### src/assert_macros.svh
// Assertion macros shared by the vector mask register unit modules.
`ifndef ASSERT_MACROS_SVH
`define ASSERT_MACROS_SVH

// Check that a property holds at every clock edge outside reset.
`define VMR_ASSERT(lbl, prop, msg) \
    lbl: assert property (@(posedge clk) disable iff (!rst_n) (prop)) else $error(msg);

// Check that a condition never holds at a clock edge outside reset.
`define VMR_NEVER(lbl, cond, msg) \
    lbl: assert property (@(posedge clk) disable iff (!rst_n) !(cond)) else $error(msg);

`endif

### src/vmr_pkg.sv
// Types, codes and helper functions of the vector mask register unit.
package vmr_pkg;

    typedef enum logic [3:0] {
        OP_TEST   = 4'd0,
        OP_COMPL  = 4'd1,
        OP_LZ     = 4'd2,
        OP_ONES   = 4'd3,
        OP_READ   = 4'd4,
        OP_LOAD   = 4'd5,
        OP_LOADC  = 4'd6,
        OP_AND    = 4'd7,
        OP_OR     = 4'd8,
        OP_XOR    = 4'd9,
        OP_STORE  = 4'd10,
        OP_SETCNT = 4'd11
    } op_t;

    localparam logic [1:0] CC_ZERO     = 2'd0;
    localparam logic [1:0] CC_MIXED    = 2'd1;
    localparam logic [1:0] CC_ONES     = 2'd3;
    localparam logic [1:0] CC_NEG      = 2'd1;
    localparam logic [1:0] CC_OVER     = 2'd2;
    localparam logic [1:0] CC_IN_RANGE = 2'd3;

    localparam int MAX_RESULTS = 16;
    localparam int QUEUE_DEPTH = 2;
    localparam int QUEUE_AW    = $clog2(QUEUE_DEPTH);
    localparam int QUEUE_CW    = $clog2(QUEUE_DEPTH + 1);

    localparam logic [15:0] TRIM_SEED = 16'h7F00;
    localparam logic [15:0] BYTE_MASK = 16'h00FF;

    typedef struct packed {
        logic [3:0]         kind;
        logic [3:0]         byte_index;
        logic [7:0]         operand_byte;
        logic signed [31:0] count_value;
    } req_t;

    typedef struct packed {
        logic [1:0] cond_code;
        logic [7:0] bit_count;
        logic [7:0] mask_byte;
        logic       last;
    } rsp_t;

    typedef struct packed {
        op_t                op;
        logic [3:0]         byte_index;
        logic [7:0]         operand_byte;
        logic signed [31:0] count_value;
        logic [1:0]         set_cc;
    } cmd_t;

    function automatic logic [3:0] popcount8(input logic [7:0] b);
        logic [3:0] n;
        n = '0;
        for (int i = 0; i < 8; i++)
        begin
            n = n + 4'(b[i]);
        end
        return n;
    endfunction

    function automatic logic [3:0] clz8(input logic [7:0] b);
        logic [3:0] n;
        logic       hit;
        n   = '0;
        hit = 1'b0;
        for (int i = 7; i >= 0; i--)
        begin
            if (!hit)
            begin
                if (b[i])
                    hit = 1'b1;
                else
                    n = n + 4'd1;
            end
        end
        return n;
    endfunction

    function automatic logic [7:0] part_mask(input logic [2:0] r);
        logic [15:0] s;
        s = (TRIM_SEED >> r) & BYTE_MASK;
        return s[7:0];
    endfunction

endpackage

### src/vmr_ram.sv
// Generic simple dual-port RAM with registered read.
module vmr_ram #(
    parameter int WIDTH = 8,
    parameter int DEPTH = 17
) (
    input  logic                     clk,
    input  logic                     wr_en,
    input  logic [$clog2(DEPTH)-1:0] wr_addr,
    input  logic [WIDTH-1:0]         wr_data,
    input  logic                     rd_en,
    input  logic [$clog2(DEPTH)-1:0] rd_addr,
    output logic [WIDTH-1:0]         rd_data
);

    logic [WIDTH-1:0] mem [DEPTH];
    logic [WIDTH-1:0] rd_data_reg;

    always_ff @(posedge clk)
    begin
        if (wr_en)
            mem[wr_addr] <= wr_data;
        if (rd_en)
            rd_data_reg <= mem[rd_addr];
    end

    assign rd_data = rd_data_reg;

endmodule

### src/vmr_front.sv
// Front end: accepts requests, drops undefined kinds and classifies set-count values.
module vmr_front
    import vmr_pkg::*;
#(
    parameter int SECTION_BITS = 128
) (
    input  logic start,
    input  logic busy,
    input  req_t request,
    output logic push,
    output cmd_t cmd
);

    logic known;

    always_comb
    begin
        unique case (request.kind) inside
            OP_TEST, OP_COMPL, OP_LZ, OP_ONES, OP_READ, OP_LOAD, OP_LOADC,
            OP_AND, OP_OR, OP_XOR, OP_STORE, OP_SETCNT: known = 1'b1;
            default:                                    known = 1'b0;
        endcase
    end

    always_comb
    begin
        cmd.op           = op_t'(request.kind);
        cmd.byte_index   = request.byte_index;
        cmd.operand_byte = request.operand_byte;
        cmd.count_value  = request.count_value;
        if (request.count_value == 32'sd0)
            cmd.set_cc = CC_ZERO;
        else if (request.count_value[31])
            cmd.set_cc = CC_NEG;
        else if ($unsigned(request.count_value) > 32'(SECTION_BITS))
            cmd.set_cc = CC_OVER;
        else
            cmd.set_cc = CC_IN_RANGE;
    end

    assign push = start && !busy && known;

endmodule

### src/vmr_queue.sv
// Short command queue between the front end and the back end.
module vmr_queue
    import vmr_pkg::*;
(
    input  logic clk,
    input  logic rst_n,
    input  logic push,
    input  cmd_t push_cmd,
    input  logic pop,
    output cmd_t head,
    output logic empty,
    output logic full
);

    `include "assert_macros.svh"

    cmd_t                entry_reg [QUEUE_DEPTH];
    logic [QUEUE_AW-1:0] wr_ptr_reg, wr_ptr_next;
    logic [QUEUE_AW-1:0] rd_ptr_reg, rd_ptr_next;
    logic [QUEUE_CW-1:0] count_reg, count_next;

    assign empty = (count_reg == '0);
    assign full  = (count_reg == QUEUE_CW'(QUEUE_DEPTH));
    assign head  = entry_reg[rd_ptr_reg];

    always_comb
    begin
        wr_ptr_next = push ? QUEUE_AW'(wr_ptr_reg + 1'b1) : wr_ptr_reg;
        rd_ptr_next = pop  ? QUEUE_AW'(rd_ptr_reg + 1'b1) : rd_ptr_reg;
        count_next  = count_reg;
        if (push && !pop)
            count_next = QUEUE_CW'(count_reg + 1'b1);
        else if (pop && !push)
            count_next = QUEUE_CW'(count_reg - 1'b1);
    end

    always_ff @(posedge clk or negedge rst_n)
    begin
        if (!rst_n)
        begin
            wr_ptr_reg <= '0;
            rd_ptr_reg <= '0;
            count_reg  <= '0;
        end
        else
        begin
            wr_ptr_reg <= wr_ptr_next;
            rd_ptr_reg <= rd_ptr_next;
            count_reg  <= count_next;
        end
    end

    always_ff @(posedge clk)
    begin
        if (push)
            entry_reg[wr_ptr_reg] <= push_cmd;
    end

    `VMR_NEVER(q_underflow, pop && empty, "queue popped while empty")
    `VMR_NEVER(q_overflow, push && full && !pop, "queue pushed while full")
    `VMR_NEVER(q_count_range, count_reg > QUEUE_CW'(QUEUE_DEPTH), "queue count above depth")

endmodule

### src/vmr_back.sv
// Back end: mask state, byte sweeps over the mask RAM and result generation.
module vmr_back
    import vmr_pkg::*;
#(
    parameter int SECTION_BITS = 128
) (
    input  logic clk,
    input  logic rst_n,
    input  cmd_t head,
    input  logic q_empty,
    output logic pop,
    output logic strobe,
    output rsp_t rsp
);

    `include "assert_macros.svh"

    localparam int SLOTS = SECTION_BITS / 8 + 1;
    localparam int AW    = $clog2(SLOTS);
    localparam int NW    = $clog2(SECTION_BITS + 1);

    typedef enum logic [4:0] {
        ST_IDLE    = 5'b00001,
        ST_SWEEP   = 5'b00010,
        ST_BYTE_EX = 5'b00100,
        ST_TRIM_RD = 5'b01000,
        ST_TRIM_EX = 5'b10000
    } state_t;

    state_t           state_reg, state_next;
    cmd_t             cmd_reg, cmd_next;
    logic [NW-1:0]    n_reg, n_next;
    logic [AW-1:0]    ptr_reg, ptr_next;
    logic [NW-1:0]    ones_reg, ones_next;
    logic [NW-1:0]    lz_reg, lz_next;
    logic             found_reg, found_next;
    logic [SLOTS-1:0] valid_reg, valid_next;
    logic             rd_valid_reg;
    logic             strobe_reg, strobe_next;
    rsp_t             rsp_reg, rsp_next;

    logic          rd_en, wr_en, clear_above;
    logic [AW-1:0] rd_addr, wr_addr;
    logic [7:0]    wr_data, ram_q, rdata;
    logic [AW-1:0] top, idx;
    logic [2:0]    rem;
    logic [7:0]    masked, byte_val;
    logic [NW-1:0] ones_sum, lz_val, lz_final;
    logic          lz_hit;
    logic [1:0]    uni_cc;

    function automatic logic [7:0] active_bits(input logic [AW-1:0] j, input logic [AW-1:0] t,
                                               input logic [2:0] r);
        logic [7:0] m;
        if (j < t)
            m = 8'hFF;
        else if (j == t)
            m = part_mask(r);
        else
            m = 8'h00;
        return m;
    endfunction

    vmr_ram #(
        .WIDTH(8),
        .DEPTH(SLOTS)
    ) u_mask_ram (
        .clk    (clk),
        .wr_en  (wr_en),
        .wr_addr(wr_addr),
        .wr_data(wr_data),
        .rd_en  (rd_en),
        .rd_addr(rd_addr),
        .rd_data(ram_q)
    );

    assign top   = AW'(n_reg >> 3);
    assign rem   = n_reg[2:0];
    assign idx   = AW'(cmd_reg.byte_index);
    assign rdata = rd_valid_reg ? ram_q : 8'h00;

    assign masked   = rdata & active_bits(ptr_reg, top, rem);
    assign ones_sum = NW'(ones_reg + NW'(popcount8(masked)));
    assign lz_hit   = !found_reg && (masked != 8'h00);
    assign lz_val   = NW'(NW'({ptr_reg, 3'b000}) + NW'(clz8(masked)));
    assign lz_final = found_reg ? lz_reg : (lz_hit ? lz_val : n_reg);

    always_comb
    begin
        if (ones_sum == '0)
            uni_cc = CC_ZERO;
        else if (ones_sum == n_reg)
            uni_cc = CC_ONES;
        else
            uni_cc = CC_MIXED;
    end

    always_comb
    begin
        case (cmd_reg.op)
            OP_LOAD:  byte_val = cmd_reg.operand_byte;
            OP_LOADC: byte_val = ~cmd_reg.operand_byte;
            OP_AND:   byte_val = rdata & cmd_reg.operand_byte;
            OP_OR:    byte_val = rdata | cmd_reg.operand_byte;
            default:  byte_val = rdata ^ cmd_reg.operand_byte;
        endcase
    end

    always_comb
    begin
        state_next  = state_reg;
        cmd_next    = cmd_reg;
        n_next      = n_reg;
        ptr_next    = ptr_reg;
        ones_next   = ones_reg;
        lz_next     = lz_reg;
        found_next  = found_reg;
        pop         = 1'b0;
        rd_en       = 1'b0;
        rd_addr     = '0;
        wr_en       = 1'b0;
        wr_addr     = '0;
        wr_data     = '0;
        clear_above = 1'b0;
        strobe_next = 1'b0;
        rsp_next    = '0;

        unique case (state_reg)
            ST_IDLE:
            begin
                if (!q_empty)
                begin
                    pop      = 1'b1;
                    cmd_next = head;
                    unique case (head.op) inside
                        OP_READ:
                        begin
                            strobe_next        = 1'b1;
                            rsp_next.bit_count = 8'(n_reg);
                            rsp_next.last      = 1'b1;
                        end
                        OP_SETCNT:
                        begin
                            if (head.set_cc == CC_IN_RANGE)
                                n_next = NW'(head.count_value);
                            else if (head.set_cc == CC_OVER)
                                n_next = NW'(SECTION_BITS);
                            else
                                n_next = '0;
                            strobe_next        = 1'b1;
                            rsp_next.cond_code = head.set_cc;
                            rsp_next.last      = 1'b1;
                        end
                        OP_TEST, OP_LZ, OP_ONES, OP_COMPL, OP_STORE:
                        begin
                            rd_en      = 1'b1;
                            rd_addr    = '0;
                            ptr_next   = '0;
                            ones_next  = '0;
                            lz_next    = '0;
                            found_next = 1'b0;
                            state_next = ST_SWEEP;
                        end
                        OP_LOAD, OP_LOADC, OP_AND, OP_OR, OP_XOR:
                        begin
                            rd_en = 1'b1;
                            if (32'(head.byte_index) <= 32'(top))
                            begin
                                rd_addr    = AW'(head.byte_index);
                                state_next = ST_BYTE_EX;
                            end
                            else
                            begin
                                rd_addr    = top;
                                state_next = ST_TRIM_EX;
                            end
                        end
                        default:
                        begin
                            state_next = ST_IDLE;
                        end
                    endcase
                end
            end
            ST_SWEEP:
            begin
                ones_next = ones_sum;
                if (lz_hit)
                begin
                    found_next = 1'b1;
                    lz_next    = lz_val;
                end
                if (cmd_reg.op == OP_COMPL)
                begin
                    wr_en   = 1'b1;
                    wr_addr = ptr_reg;
                    wr_data = (rdata ^ 8'hFF) & active_bits(ptr_reg, top, rem);
                end
                if (cmd_reg.op == OP_STORE)
                begin
                    if (ptr_reg == top)
                    begin
                        wr_en   = 1'b1;
                        wr_addr = ptr_reg;
                        wr_data = masked;
                    end
                    if (32'(ptr_reg) < MAX_RESULTS)
                    begin
                        strobe_next        = 1'b1;
                        rsp_next.mask_byte = masked;
                        rsp_next.last      = (ptr_reg == top)
                                             || (32'(ptr_reg) == MAX_RESULTS - 1);
                    end
                end
                if (ptr_reg == top)
                begin
                    state_next = ST_IDLE;
                    case (cmd_reg.op) inside
                        OP_TEST:
                        begin
                            strobe_next        = 1'b1;
                            rsp_next.cond_code = uni_cc;
                            rsp_next.last      = 1'b1;
                        end
                        OP_LZ:
                        begin
                            strobe_next        = 1'b1;
                            rsp_next.cond_code = uni_cc;
                            rsp_next.bit_count = 8'(lz_final);
                            rsp_next.last      = 1'b1;
                        end
                        OP_ONES:
                        begin
                            strobe_next        = 1'b1;
                            rsp_next.cond_code = uni_cc;
                            rsp_next.bit_count = 8'(ones_sum);
                            rsp_next.last      = 1'b1;
                        end
                        OP_COMPL:
                        begin
                            clear_above   = 1'b1;
                            strobe_next   = 1'b1;
                            rsp_next.last = 1'b1;
                        end
                        default:
                        begin
                            clear_above = 1'b1;
                        end
                    endcase
                end
                else
                begin
                    rd_en    = 1'b1;
                    rd_addr  = AW'(ptr_reg + 1'b1);
                    ptr_next = AW'(ptr_reg + 1'b1);
                end
            end
            ST_BYTE_EX:
            begin
                wr_en      = 1'b1;
                wr_addr    = idx;
                wr_data    = byte_val & active_bits(idx, top, rem);
                state_next = ST_TRIM_RD;
            end
            ST_TRIM_RD:
            begin
                rd_en      = 1'b1;
                rd_addr    = top;
                state_next = ST_TRIM_EX;
            end
            ST_TRIM_EX:
            begin
                wr_en         = 1'b1;
                wr_addr       = top;
                wr_data       = rdata & part_mask(rem);
                clear_above   = 1'b1;
                strobe_next   = 1'b1;
                rsp_next.last = 1'b1;
                state_next    = ST_IDLE;
            end
            default:
            begin
                state_next = ST_IDLE;
            end
        endcase
    end

    always_comb
    begin
        valid_next = valid_reg;
        if (wr_en)
            valid_next[wr_addr] = 1'b1;
        if (clear_above)
        begin
            for (int j = 0; j < SLOTS; j++)
            begin
                if (32'(j) > 32'(top))
                    valid_next[j] = 1'b0;
            end
        end
    end

    always_ff @(posedge clk or negedge rst_n)
    begin
        if (!rst_n)
        begin
            state_reg    <= ST_IDLE;
            n_reg        <= '0;
            ptr_reg      <= '0;
            found_reg    <= 1'b0;
            valid_reg    <= '0;
            rd_valid_reg <= 1'b0;
            strobe_reg   <= 1'b0;
        end
        else
        begin
            state_reg  <= state_next;
            n_reg      <= n_next;
            ptr_reg    <= ptr_next;
            found_reg  <= found_next;
            valid_reg  <= valid_next;
            strobe_reg <= strobe_next;
            if (rd_en)
                rd_valid_reg <= valid_reg[rd_addr];
        end
    end

    always_ff @(posedge clk)
    begin
        cmd_reg  <= cmd_next;
        ones_reg <= ones_next;
        lz_reg   <= lz_next;
        rsp_reg  <= rsp_next;
    end

    assign strobe = strobe_reg;
    assign rsp    = rsp_reg;

    `VMR_NEVER(count_range, n_reg > NW'(SECTION_BITS), "vector count above section size")
    `VMR_ASSERT(write_in_range, wr_en |-> (32'(wr_addr) <= 32'(top)),
                "mask write above the partial byte")
    `VMR_ASSERT(state_onehot, $onehot(state_reg), "back end state not one-hot")

endmodule

### src/vector_mask_register_unit.sv
// Top level of the vector mask register unit.
// Request channel: a request is taken at a rising edge with start high and busy low.
// Kinds 12 to 15 are taken and dropped without a result. Busy is high while the
// two-entry command queue between the front end and the back end is full.
// Result channel: result_strobe marks each result for exactly one cycle; the
// receiver takes it at that edge and cannot hold results off.
// How each kind reaches its result, with the back end idle:
//   read count and set count: answered straight from the idle state;
//   test, complement, leading zeros, count ones: a sweep over the mask, one mask byte
//   per cycle from the mask RAM;
//   store: one byte per cycle from the first mask byte on, the last one being
//   byte min(n/8, 15);
//   per-byte load and logical kinds: read, write, read and trim the partial
//   byte, or only read and trim it when byte_index lies above the count.
// The back end works on one request at a time and takes the next one from the queue
// only once it is back in the idle state.
// Reset clears the vector count, the queue and the per-byte valid bits of the mask,
// so the mask reads as all zeros at once; no clearing pass is needed.
module vector_mask_register_unit
    import vmr_pkg::*;
#(
    parameter int SECTION_BITS = 128
) (
    input  logic clk,
    input  logic rst_n,
    input  logic start,
    output logic busy,
    input  req_t request,
    output logic result_strobe,
    output rsp_t result
);

    logic push, pop, q_empty, q_full;
    cmd_t push_cmd, head;

    vmr_front #(
        .SECTION_BITS(SECTION_BITS)
    ) u_front (
        .start  (start),
        .busy   (q_full),
        .request(request),
        .push   (push),
        .cmd    (push_cmd)
    );

    vmr_queue u_queue (
        .clk     (clk),
        .rst_n   (rst_n),
        .push    (push),
        .push_cmd(push_cmd),
        .pop     (pop),
        .head    (head),
        .empty   (q_empty),
        .full    (q_full)
    );

    vmr_back #(
        .SECTION_BITS(SECTION_BITS)
    ) u_back (
        .clk    (clk),
        .rst_n  (rst_n),
        .head   (head),
        .q_empty(q_empty),
        .pop    (pop),
        .strobe (result_strobe),
        .rsp    (result)
    );

    assign busy = q_full;

endmodule
### config.mk
export PLATFORM = sky130hd
export DESIGN_NAME = vector_mask_register_unit
export DESIGN_NICKNAME = d
export VERILOG_FILES = /design/src/vmr_pkg.sv /design/src/vmr_ram.sv /design/src/vmr_front.sv /design/src/vmr_queue.sv /design/src/vmr_back.sv /design/src/vector_mask_register_unit.sv
export VERILOG_INCLUDE_DIRS = /design/src /design/src/src
export SDC_FILE = /design/constraint.sdc
export NUM_CORES = 1
export LEC_CHECK = 0
export BUFFER_PORTS_ARGS = -buffer_cell sky130_fd_sc_hd__buf_2
export CORE_MARGIN = 3
export CORE_UTILIZATION = 50
export CTS_BUF_LIST = sky130_fd_sc_hd__clkbuf_4 sky130_fd_sc_hd__clkbuf_8
export CTS_CLUSTER_SIZE = 16
export DETAILED_ROUTE_END_ITERATION = 12
export PLACE_DENSITY = 0.67
export SLEW_MARGIN = 40
export SYNTH_ARGS = -nofsm -noshare
export SYNTH_HDL_FRONTEND = slang
export SYNTH_SLANG_ARGS = --single-unit
### constraint.sdc
create_clock -name clk -period 9.7 [get_ports clk]
set_input_delay 0 -clock clk [delete_from_list [all_inputs] [get_ports clk]]
set_output_delay 0 -clock clk [all_outputs]
set_load 0.01 [all_outputs]
==> results.toml, run 1 <==
[final_layout]
area_growth_syn_to_layout_pct = 14.8
fin_nets = 1356
drive_above_1_share_pct = 17.0
largest_register_ffs = 136
final_area_um2 = 16100
final_cells = 1662
finish.utilization_pct = 59.0
num_antenna_cells = 0

[sta]
worst_slew_pin_slew_ns = 0.886
slew_headroom_pct = 40.5
rsz0062_at_grt = "false"
tns_ns = 0
setup_viol = 0
layout_min_cycle_time_ns = 7.00
period_share_pct = 72.2
holdWs_ns = 0.152
finalClockSkew_ns = 0.0240
drv_slew = 0
hold_viol = 0
fmax_mhz = 143

[clocking]
cts_hold_buf = 37
clkSlewWorstSetupHoldPaths_ns = 0.06
clk_latency_ns = 0.58
cts_sinks = 289
cts_buffers = 47
cts_root_buffer = "clkbuf_8"
htree_levels = 2
cts_tree = "built"
cts_resized = 0
cts_buffer_depth = 3
cts_setup_buffers = 0

[power]
powerDensity_nw_per_um2 = 303
max-vdd-ir-drop_mv = 0.207
p_leak_uw = 0.00620

[detailed_routing]
firstDrtPassIters = 5
drt_wl_total_um = 36100
wire_per_inst_um = 21.7
vias = 9932
drtIter0Drc = 1112
vias_per_cell = 5.98
drc_errors = 0
ant_nets = 0

[min_path]
whs_endpoint = "u_queue.entry_reg[0][36]"
hold_path_class = "primary input to register"
holdCritStartpoint = "request[34]"
worstHoldPathCells = 2

[synthesis]
synth.distinct_cells = 79
synthCells = 1132
synth_edf_count = 228
ys_ff_latch = 289
synth_most_common_cell = "edfxtp_1"
yosysWarnings = 0
synth_nets = 1233
ys.flop_type = "edfxtp_1"
syn_area_um2 = 14000
netlist.area_leader.share_pct = 48.9
avgSynthCellArea_um2 = 12.4
async_flop_share_pct = 14.5
synth-seq-area-share_pct = 59.1
yosys.area.top_type = "edfxtp_1"
synth_common_cells = "228 x edfxtp_1, 91 x mux2i_1, 86 x nor2_1, 85 x nand2_1, 54 x inv_1"
yosys-top-cells-area = "edfxtp_1 49%, dfrtp_1 7.3%, mux2i_1 6.5%, ha_1 4.0%, dfxtp_1 2.7%"

[place]
placed_cells = 1541
gp_congestion = 0.952
placed_area_um2 = 14800
port_buffers = 71
place_hpwl_um = 24200

[setup_path]
crit_fanout = 18
cp_data_required_time_ns = 10.20
r2r_end = "u_back.rsp[18]"
rr_worst_depth = 24
cp-start-kind = "register"
cp.arrival_ns = 7.50
timing.rr.start = "u_back.n_reg[5]"
cp-end-kind = "register"
rrSetupSlack_ns = 2.70
setup.worst_path.class = "register to register"

[global_route]
grt_pass1_vias = 9763
top_usage_layer = "met2"
met2_usage_pct = 36.4
globalRouteMet1Util_pct = 34.3
grt_usage_pct = 23.6
grt_overflow = 0
grtUsageMet3_pct = 4.66
grt_pass1_wl_um = 55500
antenna_found_initial = 0
grt_max_degree = 51

[floorplan]
row_count = 60
die_y_um = 173
core_um2 = 27300
initial_core_util_pct = 51.4
ios = 72
die-width_um = 173
die-area_um2 = 30000

[run]
maxCapViolations = 0

[outcome]
outcome = "complete, no violations"
## logic make-up after synthesis
logic type      Yosys count  share of synthesized area (%)
compound gates          236                           11.8
fa+ha+maj                50                           4.74
simple gates            303                           10.2
buf+inv                 106                           3.32
xor+xnor                 28                           1.75
mux                     120                           9.03
flops                   289                           59.1
## final cells by class
cell class / instances / area [um2]
multi-input combinational: 737 / 5330
inverter: 55 / 206
timing repair buffer: 125 / 873
fill: 2188 / 11200
clock buffer: 66 / 808
tap: 372 / 465
sequential: 289 / 8280
clock inverter: 18 / 121
## metrics by stage
stage | worst slack [ns] | power (uW)
after global placement | 2.97 | 3740
final | 2.70 | 4870
after floorplan | 3.30 | 3210
after detailed placement | 2.86 | 3780
after global routing | 2.38 | 5150
after CTS | 2.80 | 4840
## worst max-delay path: stages (launching register included)
cell and delay [ns]:
dfrtp_1 0.82, inv_1 0.22, ha_1 0.35, a21o_1 0.19
a21o_1 0.20, a211o_1 0.42, a21oi_1 0.56, fa_1 0.53
inv_1 0.08, fa_1 0.43, fa_1 0.49, inv_1 0.04
ha_1 0.20, fa_1 0.52, inv_1 0.06, fa_1 0.42
nor2b_1 0.12, o21ai_0 0.08, nand2b_1 0.12, nand3_1 0.10
xor2_1 0.21, nand4_1 0.11, nor3_1 0.04, or3b_2 0.46
o22ai_1 0.12
## cell usage in the layout, fill, tap and decap left out, types with 9 or more instances in the layout
cell type | synthesis | final
clkbuf_8 | 0 | 50
xor2_1 | 10 | 10
nor3_1 | 24 | 24
nor2_2 | 1 | 18
a21oi_1 | 37 | 37
mux2_2 | 20 | 20
dlygate4sd3_1 | 0 | 36
edfxtp_1 | 228 | 228
o221ai_1 | 12 | 12
dfrtp_1 | 41 | 41
nor2b_1 | 12 | 12
a2bb2oi_1 | 12 | 12
dfxtp_1 | 19 | 19
xnor2_1 | 18 | 18
and2_1 | 15 | 15
and3_1 | 11 | 11
o31ai_1 | 10 | 10
o21a_1 | 9 | 9
nor2_1 | 86 | 69
ha_1 | 45 | 45
inv_1 | 54 | 54
clkbuf_4 | 0 | 16
clkinv_1 | 1 | 10
nand3_1 | 26 | 25
mux2i_1 | 91 | 91
a21o_1 | 9 | 9
buf_2 | 5 | 70
nand2_1 | 85 | 85
o21ai_0 | 48 | 47
a31oi_1 | 10 | 10
buf_4 | 5 | 18
## report_power, final
part	switching, uW	internal [uW]	total, uW
combinational	1300	761	2060
clock	470	566	1040
sequential	186	1580	1770
## layer usage
metal | share of wire, % | vias up | routed length [um]
met3 | 8.5 | 70 | 3070
met5 | 0 | - | 0
met4 | 2.1 | 0 | 763
li1 | - | 4526 | -
met2 | 45 | 456 | 16200
met1 | 44 | 4880 | 16000
## how the worst max path moves through the flow
stage | to | cells past startpoint | slack [ns] | from
2_1_floorplan | u_back.rsp[18] | 27 | 3.30 | u_back.n_reg[5]
3_3_place_gp | u_back.rsp[18] | 24 | 2.97 | u_back.n_reg[5]
3_5_place_dp | u_back.rsp[18] | 25 | 2.86 | u_back.n_reg[5]
4_1_cts | u_back.rsp[18] | 24 | 2.80 | u_back.n_reg[5]
5_1_grt | u_back.rsp[17] | 24 | 2.38 | u_back.n_reg[5]
6_report | u_back.rsp[18] | 24 | 2.70 | u_back.n_reg[5]
Note: power is estimated with default switching activity, not from simulation.
==> run 2, diff against run 1 <==
Clock period 9.7 ns to 6.5 ns, I/O delays scaled along.
==> run 2 against run 1 <==
- sequential power is 46% higher
- via count is 1.1% lower
- cell area is 0.53% higher
- utilization is 0.31 points higher
- combinational power up 53%
- global-route usage shrank 0.36 points
- first-iteration DRC count rose by 2.1%
- non-clock buffer count grew 13
- worst hold slack worse by 0.083 ns
- setup slack got worse by 2.4 ns
==> results.toml, run 2 (synthesis results as in run 1) <==
[outcome]
outcome = "complete, no violations"

[clocking]
cts_buffers = 47
cts_buffer_depth = 3
clkSlewWorstSetupHoldPaths_ns = 0.06
cts_sinks = 289
htree_levels = 2
cts_resized = 0
cts_root_buffer = "clkbuf_8"
cts_tree = "built"
clk_latency_ns = 0.57

[setup_path]
crit_top_cell = "fa_1"
cp-start-kind = "register"
setup.worst_path.class = "register to register"
cpPeakStageDelay_ns = 0.49
crit_fanout = 9
cp-end-kind = "register"
cp_data_required_time_ns = 6.96
startpoint = "u_back.ptr_reg[2]"
slowest_stage = "dfrtp_1"
crit_chain = "ha_1, and3_1, and3b_1, a211o_1, a21oi_1, fa_1, inv_1, fa_1, fa_1, inv_1, ha_1, fa_1, ha_1, a21o_1, a21oi_1, nor2b_1, o21ai_0, xnor2_1, nor3_1, or3b_2, o22ai_1"
cp.arrival_ns = 6.62
timing.rr.start = "u_back.ptr_reg[2]"

[final_layout]
fin_nets = 1369
drive_above_1_share_pct = 18.1
largest_register_ffs = 136
area_growth_syn_to_layout_pct = 15.4
num_antenna_cells = 0
fillCellCount = 2188
final_common_cell = "edfxtp_1"
mostFrequentLayoutCells = "228 x edfxtp_1, 91 x mux2i_1, 85 x nand2_1, 71 x buf_2, 69 x nor2_1"

[place]
port_buffers = 71
place_hpwl_um = 24100
gp_congestion = 0.961
post-place-ws_ns = 0.458

[detailed_routing]
drtIter0Drc = 1135
drt_wl_total_um = 35400
wire_per_inst_um = 21.1
firstDrtPassIters = 12
ant_nets = 0
drc_errors = 0
vias = 9820
vias_per_cell = 5.85

[sta]
period_share_pct = 94.8
drv_slew = 0
fmax_mhz = 162
tns_ns = 0
rsz0062_at_grt = "false"
worst_slew_pin_slew_ns = 0.806
slew_headroom_pct = 45.8
holdWs_ns = 0.0690
setup_viol = 0
fin_ws_ns = 0.338
finalClockSkew_ns = 0.0234
hold_viol = 0
layout_min_cycle_time_ns = 6.16

[floorplan]
die_y_um = 173
ios = 72
row_count = 60
initial_core_util_pct = 51.4
die-area_um2 = 30000
die-width_um = 173
core_um2 = 27300

[power]
p_leak_uw = 0.00627
fin_total_pwr_uw = 7280
powerDensity_nw_per_um2 = 451
max-vdd-ir-drop_mv = 0.256

[min_path]
hold_path_class = "primary input to async pin"

[run]
maxCapViolations = 0

[global_route]
grt_max_degree = 43
grt_pass1_vias = 9749
grt_overflow = 0
grt_pass1_wl_um = 55100
antenna_found_initial = 0
grt_usage_pct = 23.2
[run 2: cell types whose count changed in the layout (fill, tap and decap cells not counted)]
| cell | previous run | this run |
|---|---|---|
| a221o_4 | 0 | 1 |
| a221o_1 | 4 | 3 |
| dlygate4sd3_1 | 36 | 35 |
| buf_2 | 70 | 71 |
| nor2_2 | 18 | 17 |
| inv_8 | 0 | 1 |
| clkinv_2 | 5 | 4 |
| clkbuf_4 | 16 | 22 |
| buf_16 | 1 | 0 |
| inv_6 | 1 | 0 |
| nor2_4 | 0 | 1 |
| buf_4 | 18 | 32 |
| bufinv_16 | 1 | 0 |
| clkinv_8 | 1 | 0 |
[run 2: area by class of cell]
type | count | area, um2 | share of cell area, %
clock buffer | 72 | 853 | 5.28
clock inverter | 15 | 72.6 | 0.449
inverter | 55 | 206 | 1.28
multi-input combinational | 737 | 5340 | 33.0
sequential | 289 | 8280 | 51.2
tap | 372 | 465 | 2.88
timing repair buffer | 138 | 946 | 5.85
[run 2: through the flow]
| stage | utilization, % | cells | area, um2 |
|---|---|---|---|
| 5_1_grt | 59.3 | 1678 | 16200 |
| 6_report | 59.3 | 1678 | 16200 |
| 4_1_cts | 59.3 | 1678 | 16200 |
| 3_3_place_gp | 54.4 | 1556 | 14800 |
| 3_5_place_dp | 54.6 | 1556 | 14900 |
| 2_1_floorplan | - | 1132 | 14000 |
[run 2: path summary, 6_finish.rpt]
check	to	slack (ns)	cells past startpoint
worst max-delay path	u_back.rsp[18]	0.34	21
worst min-delay path	u_back.valid_reg[14]	0.07	3
worst max register to register	u_back.rsp[18]	0.34	21
worst min register to register	u_back.valid_reg[0]	0.47	1
max in group asynchronous	u_back.n_reg[4]	6.02	3
min in group clk	u_queue.entry_reg[0][42]	0.16	2
[run 2: worst max-delay path, delay by kind of cell, from the launching register on]
| kind | cells | cell delay, ns |
|---|---|---|
| flip-flops | 1 | 0.49 |
| adder cells (fa/ha/maj) | 7 | 2.71 |
| AND/OR/NAND/NOR | 5 | 1.10 |
| AO/OA/AOI/OAI | 6 | 1.39 |
| buffers and inverters | 2 | 0.13 |
| XOR/XNOR | 1 | 0.23 |
[run 2: what timing repair did]
item                                    in CTS  in global routing
setup buffers                                0                  0
endpoints found under the setup margin       0                  0
hold endpoints to repair                    96                  0
hold buffers                                35                  0
[run 2: per-layer routing]
layer	up-vias	global-route usage (%)	routed length, um
li1	4559	-	-
met1	4694	34.0	15500
met2	478	35.2	15600
met3	89	4.84	3230
met4	0	6.86	1070
met5	-	0	0
[run 2: power by group]
group	switching [uW]	total [uW]	internal, uW
sequential	228	2590	2360
combinational	1980	3150	1180
clock	705	1540	838
